<file path="config.mk">
export PLATFORM = sky130hd
export DESIGN_NAME = plti_ram
export DESIGN_NICKNAME = d
export VERILOG_FILES = /design/src/design/plti_ram.sv
export SDC_FILE = /design/constraint.sdc
export NUM_CORES = 1
export LEC_CHECK = 0
export ABC_AREA = 1
export BUFFER_PORTS_ARGS = -buffer_cell sky130_fd_sc_hd__buf_2
export CAP_MARGIN = 20
export CORE_MARGIN = 2
export CORE_UTILIZATION = 61
export DETAILED_ROUTE_END_ITERATION = 12
export PLACE_DENSITY = 0.79
export REMOVE_ABC_BUFFERS = 1
export SYNTH_ARGS = -nofsm -noshare
export SYNTH_HDL_FRONTEND = slang
export SYNTH_SLANG_ARGS = --single-unit
export TNS_END_PERCENT = 10
</file>
<file path="constraint.sdc">
create_clock -name clock -period 1.56 [get_ports clock]
set_clock_uncertainty 0.15 [all_clocks]
set_input_delay 0 -clock clock [delete_from_list [all_inputs] [get_ports clock]]
set_output_delay 0 -clock clock [all_outputs]
set_load 0.05 [all_outputs]
</file>
<file path="src/design/plti_ram.sv">
// Generic simple dual-port RAM with registered read.
module plti_ram #(
   parameter int  WIDTH  = 8,
   parameter int  DEPTH  = 16,
   localparam int ADDR_W = $clog2(DEPTH)
) (
   input  logic              clock,
   input  logic              wr_en,
   input  logic [ADDR_W-1:0] wr_addr,
   input  logic [WIDTH-1:0]  wr_data,
   input  logic [ADDR_W-1:0] rd_addr,
   output logic [WIDTH-1:0]  rd_data
);

   logic [WIDTH-1:0] mem [DEPTH];
   logic [WIDTH-1:0] rd_data_ff;

   // Write port
   always_ff @(posedge clock) begin
      if (wr_en) begin
         mem[wr_addr] <= wr_data;
      end
   end

   // Registered read port
   always_ff @(posedge clock) begin
      rd_data_ff <= mem[rd_addr];
   end

   assign rd_data = rd_data_ff;

endmodule

</file>
# Word level (Yosys, flattened, before mapping)
# Memory sizes are Yosys's and may differ from the RTL's. A register that Yosys moved wholly into a read port is not among the register bits.
# Index checks and enable logic that the tools add are counted.
[totals] ff_bits=0 word_cells=3 output_inout_bits=8 ramBits=128 in_bits=18 n_memories=1
[memory_table] name="mem" words=16 word_bits=8 rd=1 rd_ports_with_merged_regs=1 wr=1 line_no="15" text="logic [WIDTH-1:0] mem [DEPTH];"
[classes] n_mux=2
[ops] operator="$mux 1" count=2

# Longest topological paths before layout
[depth] word_depth=2 mapped_depth=8 ltp_nobuf=7

# Worst setup path before layout
# Ideal clock, no wire load.
[synth_path] path_kind="input to register" startpoint="in wr_addr[2]" endpoint="mem mem[10][0] (enable)" t_arrival_ps=581 path_stages=2 required_ps=1040 setup_ps=370 n_path_buf=0 setup_slack_ps=459 path_cell_list="nand3b_1 -> nor2_1"
[synth_lines] element="start, declared" line_no="9" text="input logic [ADDR_W-1:0] wr_addr,"
[synth_lines] element="end, declared" line_no="15"
# No word-level cell before the write port.

# Worst setup path in the final report
[layout_path] startpoint="in wr_en" endpoint="mem mem[3][7] (enable)"
[layout_between] elab_chain_cells=2
[layout_lines] element="start, declared" line_no="8" text="input logic wr_en,"
[layout_lines] element="$mux 1" line_no="20" text="if (wr_en) begin"
[layout_lines] element="$mux 1 (implied by the code)" line_no="21" text="mem[wr_addr] <= wr_data;"
# No other way between the ends.

==> results by stage <==
Power:
- The internal power is 0.006706 W.
- The total leakage power is 2.994 nW.
- The clock network is responsible for 45.6% of the overall power.
- The share of total power dissipated in sequential elements is 47.3%.
- The switching fraction of total power is 22.84%.
- For this design the ratio of total power to cell area is 1271 nW/µm².
- The share of total power dissipated in combinational logic is 7.1%.
- VDD sags by at most 1004 µV.
- The switching power total is 0.001985 W.

Setup path:
- The critical path contains buffers and inverters numbering 4 combined.
- The biggest cell delay along the critical path is 0.60 ns.
- The largest fanout on the critical path is 4.
- For the worst setup path, the data required time is 1.65 ns.
- The cell repeated most along the worst path is dlygate4sd3_1.
- The register-to-register setup slack is 0.31 ns.
- The slowest stage of the critical path is the dlygate4sd3_1 cell.
- The critical path data arrival time is 1.64 ns.
- The worst setup path is of the in2reg kind.
- Traced cell by cell, the critical path runs through dlygate4sd3_1 -> buf_2 -> nand2_1 -> dlygate4sd3_1 -> nor2_2 -> buf_4.
- The worst setup path is captured at a flop.
- The critical path's top delay family is buffers and inverters.
- The startpoint type of the worst setup path is an input port.

Min path:
- The worst min-delay path category is in2reg.

Timing:
- The max-slew violation total from the final report was 0.
- Across all setup checks in the final design, the least slack found is 0.006667 ns.
- At the pin with the least slew margin, the transition time is 0.6265 ns.
- The final setup violation count is 0.
- The final critical delay including setup and external delays is 1.553 ns.
- In the finished design, the share of the clock period the worst path needs comes to 99.57%.
- The setup TNS is 0 ns.
- The number of hold-slack violations in the final timing report came to 0.
- Setup repair after global routing could not meet its margin everywhere.
- Based on the critical path, the design can be clocked at up to 643.8 MHz.
- Headroom to the max-slew limit came out at 58.17%.

Yosys:
- After synthesis, the netlist uses 12 different library cells.
- After synthesis the cells add up to 5767 µm².
- The synthesized area per cell is 10.47 µm².
- In the post-synthesis netlist, the biggest area contributors are edfxtp_1 67%, nand2_1 11%, nand3_1 8.4%, inv_1 6.5%, dfxtp_1 2.8%.
- The largest area contributor in the synthesized netlist is edfxtp_1.
- The cell count after synthesis came out at 551.
- The dominant synthesized flop cell is edfxtp_1.
- After synthesis, flip-flops and latches occupy 69.43% of the total area.
- The most numerous cell in the Yosys netlist is nand2_1.
- After synthesis, the most frequently instantiated cells are 173 x nand2_1, 128 x edfxtp_1, 100 x inv_1.
- Counting flops with an async set or reset pin after synthesis yields a share of 0%.
- The Yosys step of the flow raised 0 warnings.
- The area share of the leading cell type in the synthesized netlist is 66.65%.
- The number of flops mapped to enable cells by yosys is 128.
- In this run, synthesis produced a sequential element count of 136.

Global route:
- Entering global routing, the biggest net connects 65 pins.
- The total overflow left after global routing is 0.
- The initial antenna violation count came to 0.
- The number of global-route vias before repair was 4228.
- The overall routing resource usage is 28.73%.
- The first global-routing pass estimated 21310 µm of wire.

Route:
- For this run, design rule violations remaining after detail routing come to 0.
- In the final routed layout, each cell accounts on average for 18.58 µm.
- The violation count after the first detailed-routing iteration is 398.
- Once detail routing completed, the nets flagged for antenna violations numbered 0.
- The count of TritonRoute iterations in the first routing pass is 5.
- The total wire length after detailed routing is 13670 µm.
- The average via count per standard cell is 5.629.
- Summing over every cut layer, the via total after detailed routing is 4143.

Die:
- The die is 101.2 µm tall.
- The die is 101.2 µm wide.
- The die area is 10250 µm².
- The effective utilization at floorplan is 62.71%.
- The core region is 9196 µm².
- The floorplan has 35 rows.
- The number of placed I/O pins is 26.

CTS:
- In this run the clock root is driven by a clkbuf_8.
- The CTS H-tree depth is 4.
- The worst-skew pair later-pin latency is 0.52 ns.
- The CTS clock-pin slew for the worst setup and hold paths is 0.06 ns.
- The maximum count of clock buffers along a single path is 2.
- The clock net sink count is 136.
- The clock tree from TritonCTS is done.
- The total CTS buffers is 17.

Final layout:
- Summing all non-filler instances in the final layout gives an area of 6839 µm².
- The layout cell share with drive strength beyond 1 is 13.60%.
- The number of nets at the end of the flow is 630.
- The number of diodes is 0.
- The area added between synthesis and finish is 18.59%.

Status:
- The flow ran to the end, and the final reports show no timing, DRC or antenna violations.

Place:
- The half-perimeter wire length after detailed placement is 7738 µm.
- The weighted congestion reported at the end of routability-driven placement is 0.8123.
- The post-placement worst setup slack is 0.3149 ns.
- Summing all placed instances gives a cell area of 6050 µm².
- The number of I/O port buffers is 25.

Flow run:
- Max-cap violations in this run came to 0.
==> kinds of logic after synthesis <==
logic type / after synthesis / share of synthesized area (%)
buffers and inverters: 126 / 9.525
flip-flops: 136 / 69.43
AND/OR/NAND/NOR: 289 / 21.05
==> worst reg2reg max path, cell delays in order, from the launching register on <==
cell	delay, ns
edfxtp_1	0.37
inv_1	0.09
nand2_1	0.06
nand3_1	0.10
nand3_1	0.13
nand3_1	0.16
nand2_1	0.08
==> final timing paths <==
kind,to,start,depth (start not counted)
worst max-delay path,mem[3][7]$_DFFE_PP_,wr_en,6
worst min-delay path,mem[1][3]$_DFFE_PP_,wr_addr[0],4
worst max register to register,rd_data[6]$_DFF_P_,mem[7][6]$_DFFE_PP_,6
worst min register to register,rd_data[2]$_DFF_P_,mem[12][2]$_DFFE_PP_,6
==> layer usage <==
metal | vias up | global-route usage (%) | wire length, µm | share of wire [%]
met5 | - | 0 | 0 | 0
met4 | 0 | 13.51 | 425 | 3.1
met3 | 45 | 6.970 | 1056 | 7.7
met2 | 207 | 48.04 | 7076 | 52
met1 | 1994 | 35.58 | 5113 | 37
li1 | 1897 | - | - | -
==> power groups by stage <==
stage / clock network [W] / registers [W] / logic (W)
final: 0.00396 / 0.00411 / 0.000616
after global routing: 0.00417 / 0.00412 / 0.000662
after CTS: 0.00399 / 0.00411 / 0.000604
after detailed placement: 0 / 0.00419 / 0.000559
after global placement: 0 / 0.00419 / 0.000537
after floorplan: 0 / 0.00426 / 0.000220
==> flip-flops by register name, summed over array words and instances (netlist names) <==
signal and cells:
mem 128, rd_data 8
==> timing repair <==
| item | CTS | global route |
|---|---|---|
| gates resized for setup | 0 | 7 |
| endpoints found under the hold margin | 184 | 0 |
| setup buffers | 0 | 2 |
| endpoints found under the setup margin | 0 | 40 |
| hold buffers | 17 | 0 |
==> placed cells by master (no fill, tap or decap), drive strengths merged <==
cell          instances
nand3                97
inv                 105
edfxtp              128
nor2                 17
nand2               173
dlygate4sd3          15
clkinv                4
clkbuf               18
bufinv                3
dlymetal6s4s          1
dfxtp                 8
buf                  50
clkinvlp              4
nand3b                2
==> stage by stage <==
stage	total power, W	hold WS, ns	util, %	cells
4_1_cts	0.008702	-0.001234	74.07	735
5_1_grt	0.008951	0.01702	74.37	736
3_3_place_gp	0.004722	0.2209	65.78	686
2_1_floorplan	0.004485	-0.05113	-	527
3_5_place_dp	0.004746	0.2254	65.78	686
6_report	0.008691	0.02666	74.37	736
==> area by class of cell <==
class,count,area (µm²)
clock buffer,18,417.9
clock inverter,14,173.9
fill,605,2357
inverter,102,382.9
multi-input combinational,289,1219
sequential,136,4004
tap,111,138.9
timing repair buffer,66,503.0
Note: power is estimated with default switching activity, not from simulation.
