==> config.mk <==
export PLATFORM = sky130hd
export DESIGN_NAME = plti_muldiv
export DESIGN_NICKNAME = d
export VERILOG_FILES = /design/src/design/plti_pkg.sv /design/src/design/plti_muldiv.sv
export SDC_FILE = /design/constraint.sdc
export NUM_CORES = 1
export LEC_CHECK = 0
export ABC_AREA = 1
export BUFFER_PORTS_ARGS = -buffer_cell sky130_fd_sc_hd__buf_2
export CORE_AREA = 8 8 169 171
export DETAILED_ROUTE_END_ITERATION = 7
export DIE_AREA = 0 0 177 179
export PLACE_DENSITY_LB_ADDON = 0.2
export SLEW_MARGIN = 25
export SYNTH_ARGS = -nofsm -noshare
export SYNTH_HDL_FRONTEND = slang
export SYNTH_SLANG_ARGS = --single-unit
==> constraint.sdc <==
create_clock -name clock -period 10.79 [get_ports clock]
set_clock_uncertainty 0.1 [all_clocks]
set_input_delay 2.158 -clock clock [delete_from_list [all_inputs] [get_ports clock]]
set_output_delay 2.158 -clock clock [all_outputs]
set_load 0.1 [all_outputs]
==> src/design/plti_pkg.sv <==
// Shared types, widths and codes for the piecewise-linear table interpolator.
package plti_pkg;

   // Field widths
   localparam int RAD_W      = 32;               // radius, unsigned Q12.20
   localparam int VAL_W      = 40;               // property value, signed Q24.16
   localparam int MAG_W      = VAL_W + 1;        // magnitude of a value difference
   localparam int PROD_W     = MAG_W + RAD_W;    // magnitude times radius fraction
   localparam int KNOT_W     = RAD_W + 3 * VAL_W;
   localparam int REQ_DATA_W = KNOT_W;           // 152 bits, whole bytes
   localparam int REQ_USER_W = 2;
   localparam int RSP_DATA_W = 3 * VAL_W;        // 120 bits, whole bytes
   localparam int RSP_USER_W = 3;

   // Step counts of the shared multiply/divide unit
   localparam int          STEP_W   = 6;
   localparam logic [5:0]  MUL_LAST = STEP_W'(RAD_W - 1);
   localparam logic [5:0]  DIV_LAST = STEP_W'(MAG_W - 1);

   // Request codes carried on req_tuser
   localparam logic [1:0] REQ_CLEAR  = 2'd0;
   localparam logic [1:0] REQ_APPEND = 2'd1;
   localparam logic [1:0] REQ_QUERY  = 2'd2;

   // Range flag codes
   localparam logic [1:0] RANGE_INSIDE = 2'd0;
   localparam logic [1:0] RANGE_BELOW  = 2'd1;
   localparam logic [1:0] RANGE_ABOVE  = 2'd2;

   // Property selectors
   localparam logic [1:0] PROP_DENSITY = 2'd0;
   localparam logic [1:0] PROP_BULK    = 2'd1;
   localparam logic [1:0] PROP_SHEAR   = 2'd2;

   // One stored knot
   typedef struct packed {
      logic [VAL_W-1:0] shear;
      logic [VAL_W-1:0] bulk;
      logic [VAL_W-1:0] density;
      logic [RAD_W-1:0] radius;
   } knot_type;

   // Command and status between sequencer and multiply/divide unit
   typedef struct packed {
      logic             start;
      logic [MAG_W-1:0] mag;
      logic [RAD_W-1:0] num;
      logic [RAD_W-1:0] den;
   } md_cmd_type;

   typedef struct packed {
      logic             done;
      logic [MAG_W-1:0] quot;
   } md_rsp_type;

   // Sequencer states
   typedef enum logic [2:0] {
      ST_IDLE,
      ST_SCAN,
      ST_LAUNCH,
      ST_WAIT,
      ST_DONE
   } seq_state_type;

   // Multiply/divide unit states
   typedef enum logic [1:0] {
      MD_IDLE,
      MD_MUL,
      MD_DIV,
      MD_DONE
   } md_state_type;

   // Pick one property out of a knot
   function automatic logic [VAL_W-1:0] knot_prop(knot_type k, logic [1:0] sel);
      logic [VAL_W-1:0] v;
      case (sel)
         PROP_DENSITY: v = k.density;
         PROP_BULK:    v = k.bulk;
         default:      v = k.shear;
      endcase
      return v;
   endfunction

endpackage

==> src/design/plti_muldiv.sv <==
// Serial unit: floor(mag * num / den) by shift-add multiply then restoring divide.
module plti_muldiv (
   input  logic                 clock,
   input  logic                 reset,
   input  plti_pkg::md_cmd_type cmd,
   output plti_pkg::md_rsp_type rsp
);
   import plti_pkg::*;

   md_state_type       state_ff, state_in;
   logic [STEP_W-1:0]  cnt_ff, cnt_in;
   logic [PROD_W-1:0]  acc_ff, acc_in;
   logic [MAG_W-1:0]   mag_ff, mag_in;
   logic [RAD_W-1:0]   den_ff, den_in;
   logic [RAD_W-1:0]   rem_ff, rem_in;

   logic [MAG_W:0]     mul_sum;
   logic [PROD_W-1:0]  mul_next;
   logic [RAD_W:0]     div_trial;
   logic [RAD_W:0]     div_diff;
   logic               div_ge;

   // Shared adder for the multiply step: add mag into the upper half, shift right
   assign mul_sum  = {1'b0, acc_ff[PROD_W-1:RAD_W]} + (acc_ff[0] ? {1'b0, mag_ff} : '0);
   assign mul_next = {mul_sum, acc_ff[RAD_W-1:1]};

   // Divide step: bring down the next dividend bit and trial-subtract
   assign div_trial = {rem_ff, acc_ff[MAG_W-1]};
   assign div_diff  = div_trial - {1'b0, den_ff};
   assign div_ge    = (div_trial >= {1'b0, den_ff});

   // Next state
   always_comb begin
      state_in = state_ff;
      unique case (state_ff)
         MD_IDLE: if (cmd.start) state_in = MD_MUL;
         MD_MUL:  if (cnt_ff == MUL_LAST) state_in = MD_DIV;
         MD_DIV:  if (cnt_ff == DIV_LAST) state_in = MD_DONE;
         MD_DONE: state_in = MD_IDLE;
         default: state_in = MD_IDLE;
      endcase
   end

   // Outputs
   always_comb begin
      rsp.done = (state_ff == MD_DONE);
      rsp.quot = acc_ff[MAG_W-1:0];
   end

   // Datapath
   always_comb begin
      cnt_in = cnt_ff;
      acc_in = acc_ff;
      mag_in = mag_ff;
      den_in = den_ff;
      rem_in = rem_ff;
      case (state_ff)
         MD_IDLE: begin
            if (cmd.start) begin
               mag_in = cmd.mag;
               den_in = cmd.den;
               acc_in = {{MAG_W{1'b0}}, cmd.num};
               cnt_in = '0;
            end
         end
         MD_MUL: begin
            acc_in = mul_next;
            cnt_in = cnt_ff + STEP_W'(1);
            if (cnt_ff == MUL_LAST) begin
               // high product bits are below den, so they seed the remainder
               rem_in = mul_next[PROD_W-1:MAG_W];
               cnt_in = '0;
            end
         end
         MD_DIV: begin
            rem_in              = div_ge ? div_diff[RAD_W-1:0] : div_trial[RAD_W-1:0];
            acc_in[MAG_W-1:0]   = {acc_ff[MAG_W-2:0], div_ge};
            cnt_in              = cnt_ff + STEP_W'(1);
         end
         default: ;
      endcase
   end

   // Registers
   always_ff @(posedge clock) begin
      if (reset) begin
         state_ff <= MD_IDLE;
      end else begin
         state_ff <= state_in;
      end
      cnt_ff <= cnt_in;
      acc_ff <= acc_in;
      mag_ff <= mag_in;
      den_ff <= den_in;
      rem_ff <= rem_in;
   end

endmodule

After elaboration in Yosys (flattened, before gate mapping)

Index checks and enable logic that the tools add are counted.

Flip-flop bits (word level): 186
Bits of input ports: 108
Output and inout bits: 42
Word-level logic and storage cells: 42

$add $sub $neg: 3
Order comparisons: 1
Eq/ne operators: 8
Multiplexer cells: 14
Reduce and logical (&&, ||, !) cells: 9

Operators by type and width:

| operator                                                               | number |
|---|---|
| 32-bit case mux with 2 select lines                                    | 2 |
| 41-bit case mux with 3 select lines                                    | 1 |
| 73-bit 2-to-1 mux                                                      | 1 |
| 32-bit 2-to-1 mux                                                      | 2 |
| 41-bit by 41-bit adder with 42-bit output                              | 1 |
| 41-bit 2-to-1 mux                                                      | 1 |
| 33-bit by 32-bit greater-or-equal comparator with 1-bit output         | 1 |
| 32-bit subtractor                                                      | 1 |
| 6-bit case mux with 3 select lines                                     | 1 |
| 6-bit 2-to-1 mux                                                       | 2 |
| 2-bit case mux with 4 select lines                                     | 1 |
| 2-bit AND reduction                                                    | 4 |
| 6-bit by 1-bit adder with 6-bit output (second input constant)         | 1 |
| 6-bit by 5-bit equality test with 1-bit output (second input constant) | 1 |
| 6-bit equality test (second input constant)                            | 1 |
| 2-bit 2-to-1 mux                                                       | 3 |
| 2-bit inequality test (second input constant)                          | 3 |
| 2-bit equality test (second input constant)                            | 2 |
| 2-bit nonzero test                                                     | 2 |
| 3-bit AND reduction                                                    | 1 |
| 3-bit nonzero test                                                     | 1 |
| 2-bit by 1-bit equality test with 1-bit output (second input constant) | 1 |
| 2-bit zero test                                                        | 1 |

Logic depth before layout (Yosys ltp)

Depth after elaboration: 4
Mapped depth: 19

Least setup slack after synthesis

OpenSTA, ideal clock, no wires.

Kind: input to register
From: input port cmd[105] (netlist bit)
To: register acc_ff[0] (enable)
Setup time: 0.453 ns
Data arrival time: 4.192 ns
Data required time: 10.237 ns
Path slack: 6.046 ns
Stages on the path: 2
Path through: nor2_1 -> nor2_1

Cells in the longest elaborated chain, start to end: 2

Ends and longest elaborated chain:

| what                            | line              | RTL |
|---|---|---|
| start: declaration              | plti_muldiv.sv:5  | `input plti_pkg::md_cmd_type cmd,` |
| 2-bit inequality test (no line) | -                 |  |
| 2-bit AND reduction (no line)   | -                 |  |
| end signal: assignment          | plti_muldiv.sv:92 | `acc_ff <= acc_in;` |
| end: declaration                | plti_muldiv.sv:12 | `logic [PROD_W-1:0] acc_ff, acc_in;` |

Every way passes these cells.
A chain may end at the register's enable or synchronous reset.

==> qor.yml <==
synth_cell_types: 40
clock_latency_ns: 0.45
grt_overflow: 0
cts_num_sinks: 186
nFillCells: 2474
insertedDiodeCount: 0
dr_total_vias: 12400
finalCriticalPeriod_ns: 3.74
synth.avg_cell_area_um2: 7.17
drt_iter0_drc: 893
cts.htree.levels: 4
muxShareOfSynthArea: 0
die_x_um: 177
cts_made_buffers: 17
ys_ff_latch: 186
avgRoutedWirePerCell_um: 15.9
root_buffer: "clkbuf_16"
syn2layout_area_growth_pct: 10.2
cap_violations: 0
max_slew_margin: 0.414
grt_max_degree: 77
synth_edf_count: 184
synthAdderAreaFrac: 0.0748
synth_top_family_by_area: "simple AND/OR/NAND/NOR gates"
nets: 2228
use_met3: 0.0282
synth-xor-area-share: 0.0151
core_mm2: 0.0258
hpwl_um: 29400
grt_antenna_before_repair: 0
rows: 59
synth_nets: 2129
via_per_inst: 5.19
synth_seq_area_share: 0.400
start_util: 0.540
synth_cells: 1939
fmax_mhz: 268
critPathLaunchType: "register"
totalWireLength_um: 38000
setup_violations: 0
first_pass_iters: 5
cp.required_ns: 8.53
cts_buffer_depth: 2
cts_resized: 0
fin_crit_sh: 0.346
setup_tns_ns: 0
gr-usage-met2: 0.417
grt_util_all_layers: 0.241
async_flop_share: 0
drv_slew: 0
end_kind: "primary output"
synth_compound_area_frac: 0.0708
antenna_left: 0
drive_gt1_frac: 0.109
grt_pass1_wl_um: 60600
cp_max_fo: 5
grt.busiest_layer: "met2"
hold_buffers: 0
finalHoldViolations: 0
worst_pin_slew_ns: 0.879
clkTransAtPathRegs_ns: 0.10
hp-class: "reg -> reg"
cp.arrival_ns: 1.48
cts_tree: "done"
outcome: "finished clean"
pin_count: 150
netlist_area_mm2: 0.0139
yosys.area_share.simple: 0.323
grt_pass1_vias: 12100
path_class: "reg -> out"
cts_setup_buffers: 0
yosysWarnings: 0
dieArea_mm2: 0.0317
synth_ff_type: "edfxtp_1"
io_buffers: 149
met1_usage: 0.305
globalplace.congestion: 1.00
rsz0062_at_grt: "false"
drcViolationCount: 0
die_height_um: 179
[registers in the layout, indices dropped and copies added, names as in the netlist]
signal,cells
acc_ff,73
den_ff,32
cnt_ff,6
mag_ff,41
rem_ff,32
state_ff,2
[metal layers]
metal | share of wire | wire, µm
met5 | 0 | 0
met4 | 0.027 | 1020
met3 | 0.051 | 1940
met2 | 0.49 | 18500
met1 | 0.44 | 16500
[final cells by class]
class                   instances  area (µm²)  area share
inverters                     302        1130      0.0740
well taps                     335         419      0.0273
clock inverters                15         208      0.0136
repair buffers                160         828      0.0540
multi-input cells            1371        6750       0.440
clock buffers                  17         425      0.0278
flip-flops and latches        186        5570       0.363
[synth_stat cells (3+ instances only)]
master	n	area, µm²
nand2_1	678	2540
inv_1	295	1110
nor2_1	194	728
edfxtp_1	184	5530
a21oi_1	136	681
nand3_1	116	581
ha_1	80	1000
buf_4	41	308
nand3b_1	37	278
clkbuf_1	29	109
o21ai_0	26	130
xnor2_1	16	140
nor3_1	15	75.1
nand4_1	11	68.8
or2_2	10	62.6
o21bai_1	9	67.6
xor2_1	8	70.1
and2_1	6	37.5
a21o_1	5	37.5
buf_2	4	20.0
inv_2	4	15.0
a31oi_1	3	18.8
buf_1	3	11.3
buf_6	3	33.8
clkinv_1	3	11.3
nor3b_1	3	22.5
[path summary, 6_finish.rpt]
check / start / cells past startpoint / slack [ns] / to
max reg2reg: acc_ff[0]$_DFFE_PP_ / 18 / 7.39 / rem_ff[30]$_DFFE_PP_
min: state_ff[1]$_SDFFE_PP0P_ / 2 / 0.47 / state_ff[1]$_SDFFE_PP0P_
max: state_ff[0]$_SDFFE_PP0P_ / 2 / 7.05 / rsp[41]
min reg2reg: state_ff[1]$_SDFFE_PP0P_ / 2 / 0.47 / state_ff[1]$_SDFFE_PP0P_
[cell usage in the layout, fill, tap and decap left out, types with 25 or more instances in the layout]
master	count
nor2_1	192
o21ai_0	25
ha_1	79
nand3_1	116
buf_2	149
nand2_1	678
inv_1	294
nand3b_1	37
edfxtp_1	184
a21oi_1	136
[per-stage QoR]
stage	instance area, µm²	worst slack (ns)	instances	util	hold WS [ns]
after floorplan	13900	6.05	1939	-	0.415
after global placement	14700	6.76	2354	0.570	0.440
after detailed placement	14700	6.73	2354	0.570	0.455
after CTS	15300	7.04	2386	0.595	0.471
after global routing	15300	6.98	2386	0.595	0.503
final	15300	7.05	2386	0.595	0.473
[worst max-delay path: stages (launching register included)]
cell     delay, ns
dfxtp_1       0.43
ha_1          0.17
buf_2         0.42
[logic make-up (layout without fill, tap and decap cells)]
| family | count (synthesis) | after routing |
|---|---|---|
| AO/OA/AOI/OAI | 184 | 184 |
| AND/OR/NAND/NOR | 1081 | 1081 |
| flip-flops | 186 | 186 |
| adder cells (fa/ha/maj) | 82 | 82 |
| XOR/XNOR | 24 | 24 |
| buffers and inverters | 382 | 494 |
Power is not shown: default switching activity piles up to over one toggle a cycle in this logic, so the estimate is an artifact.
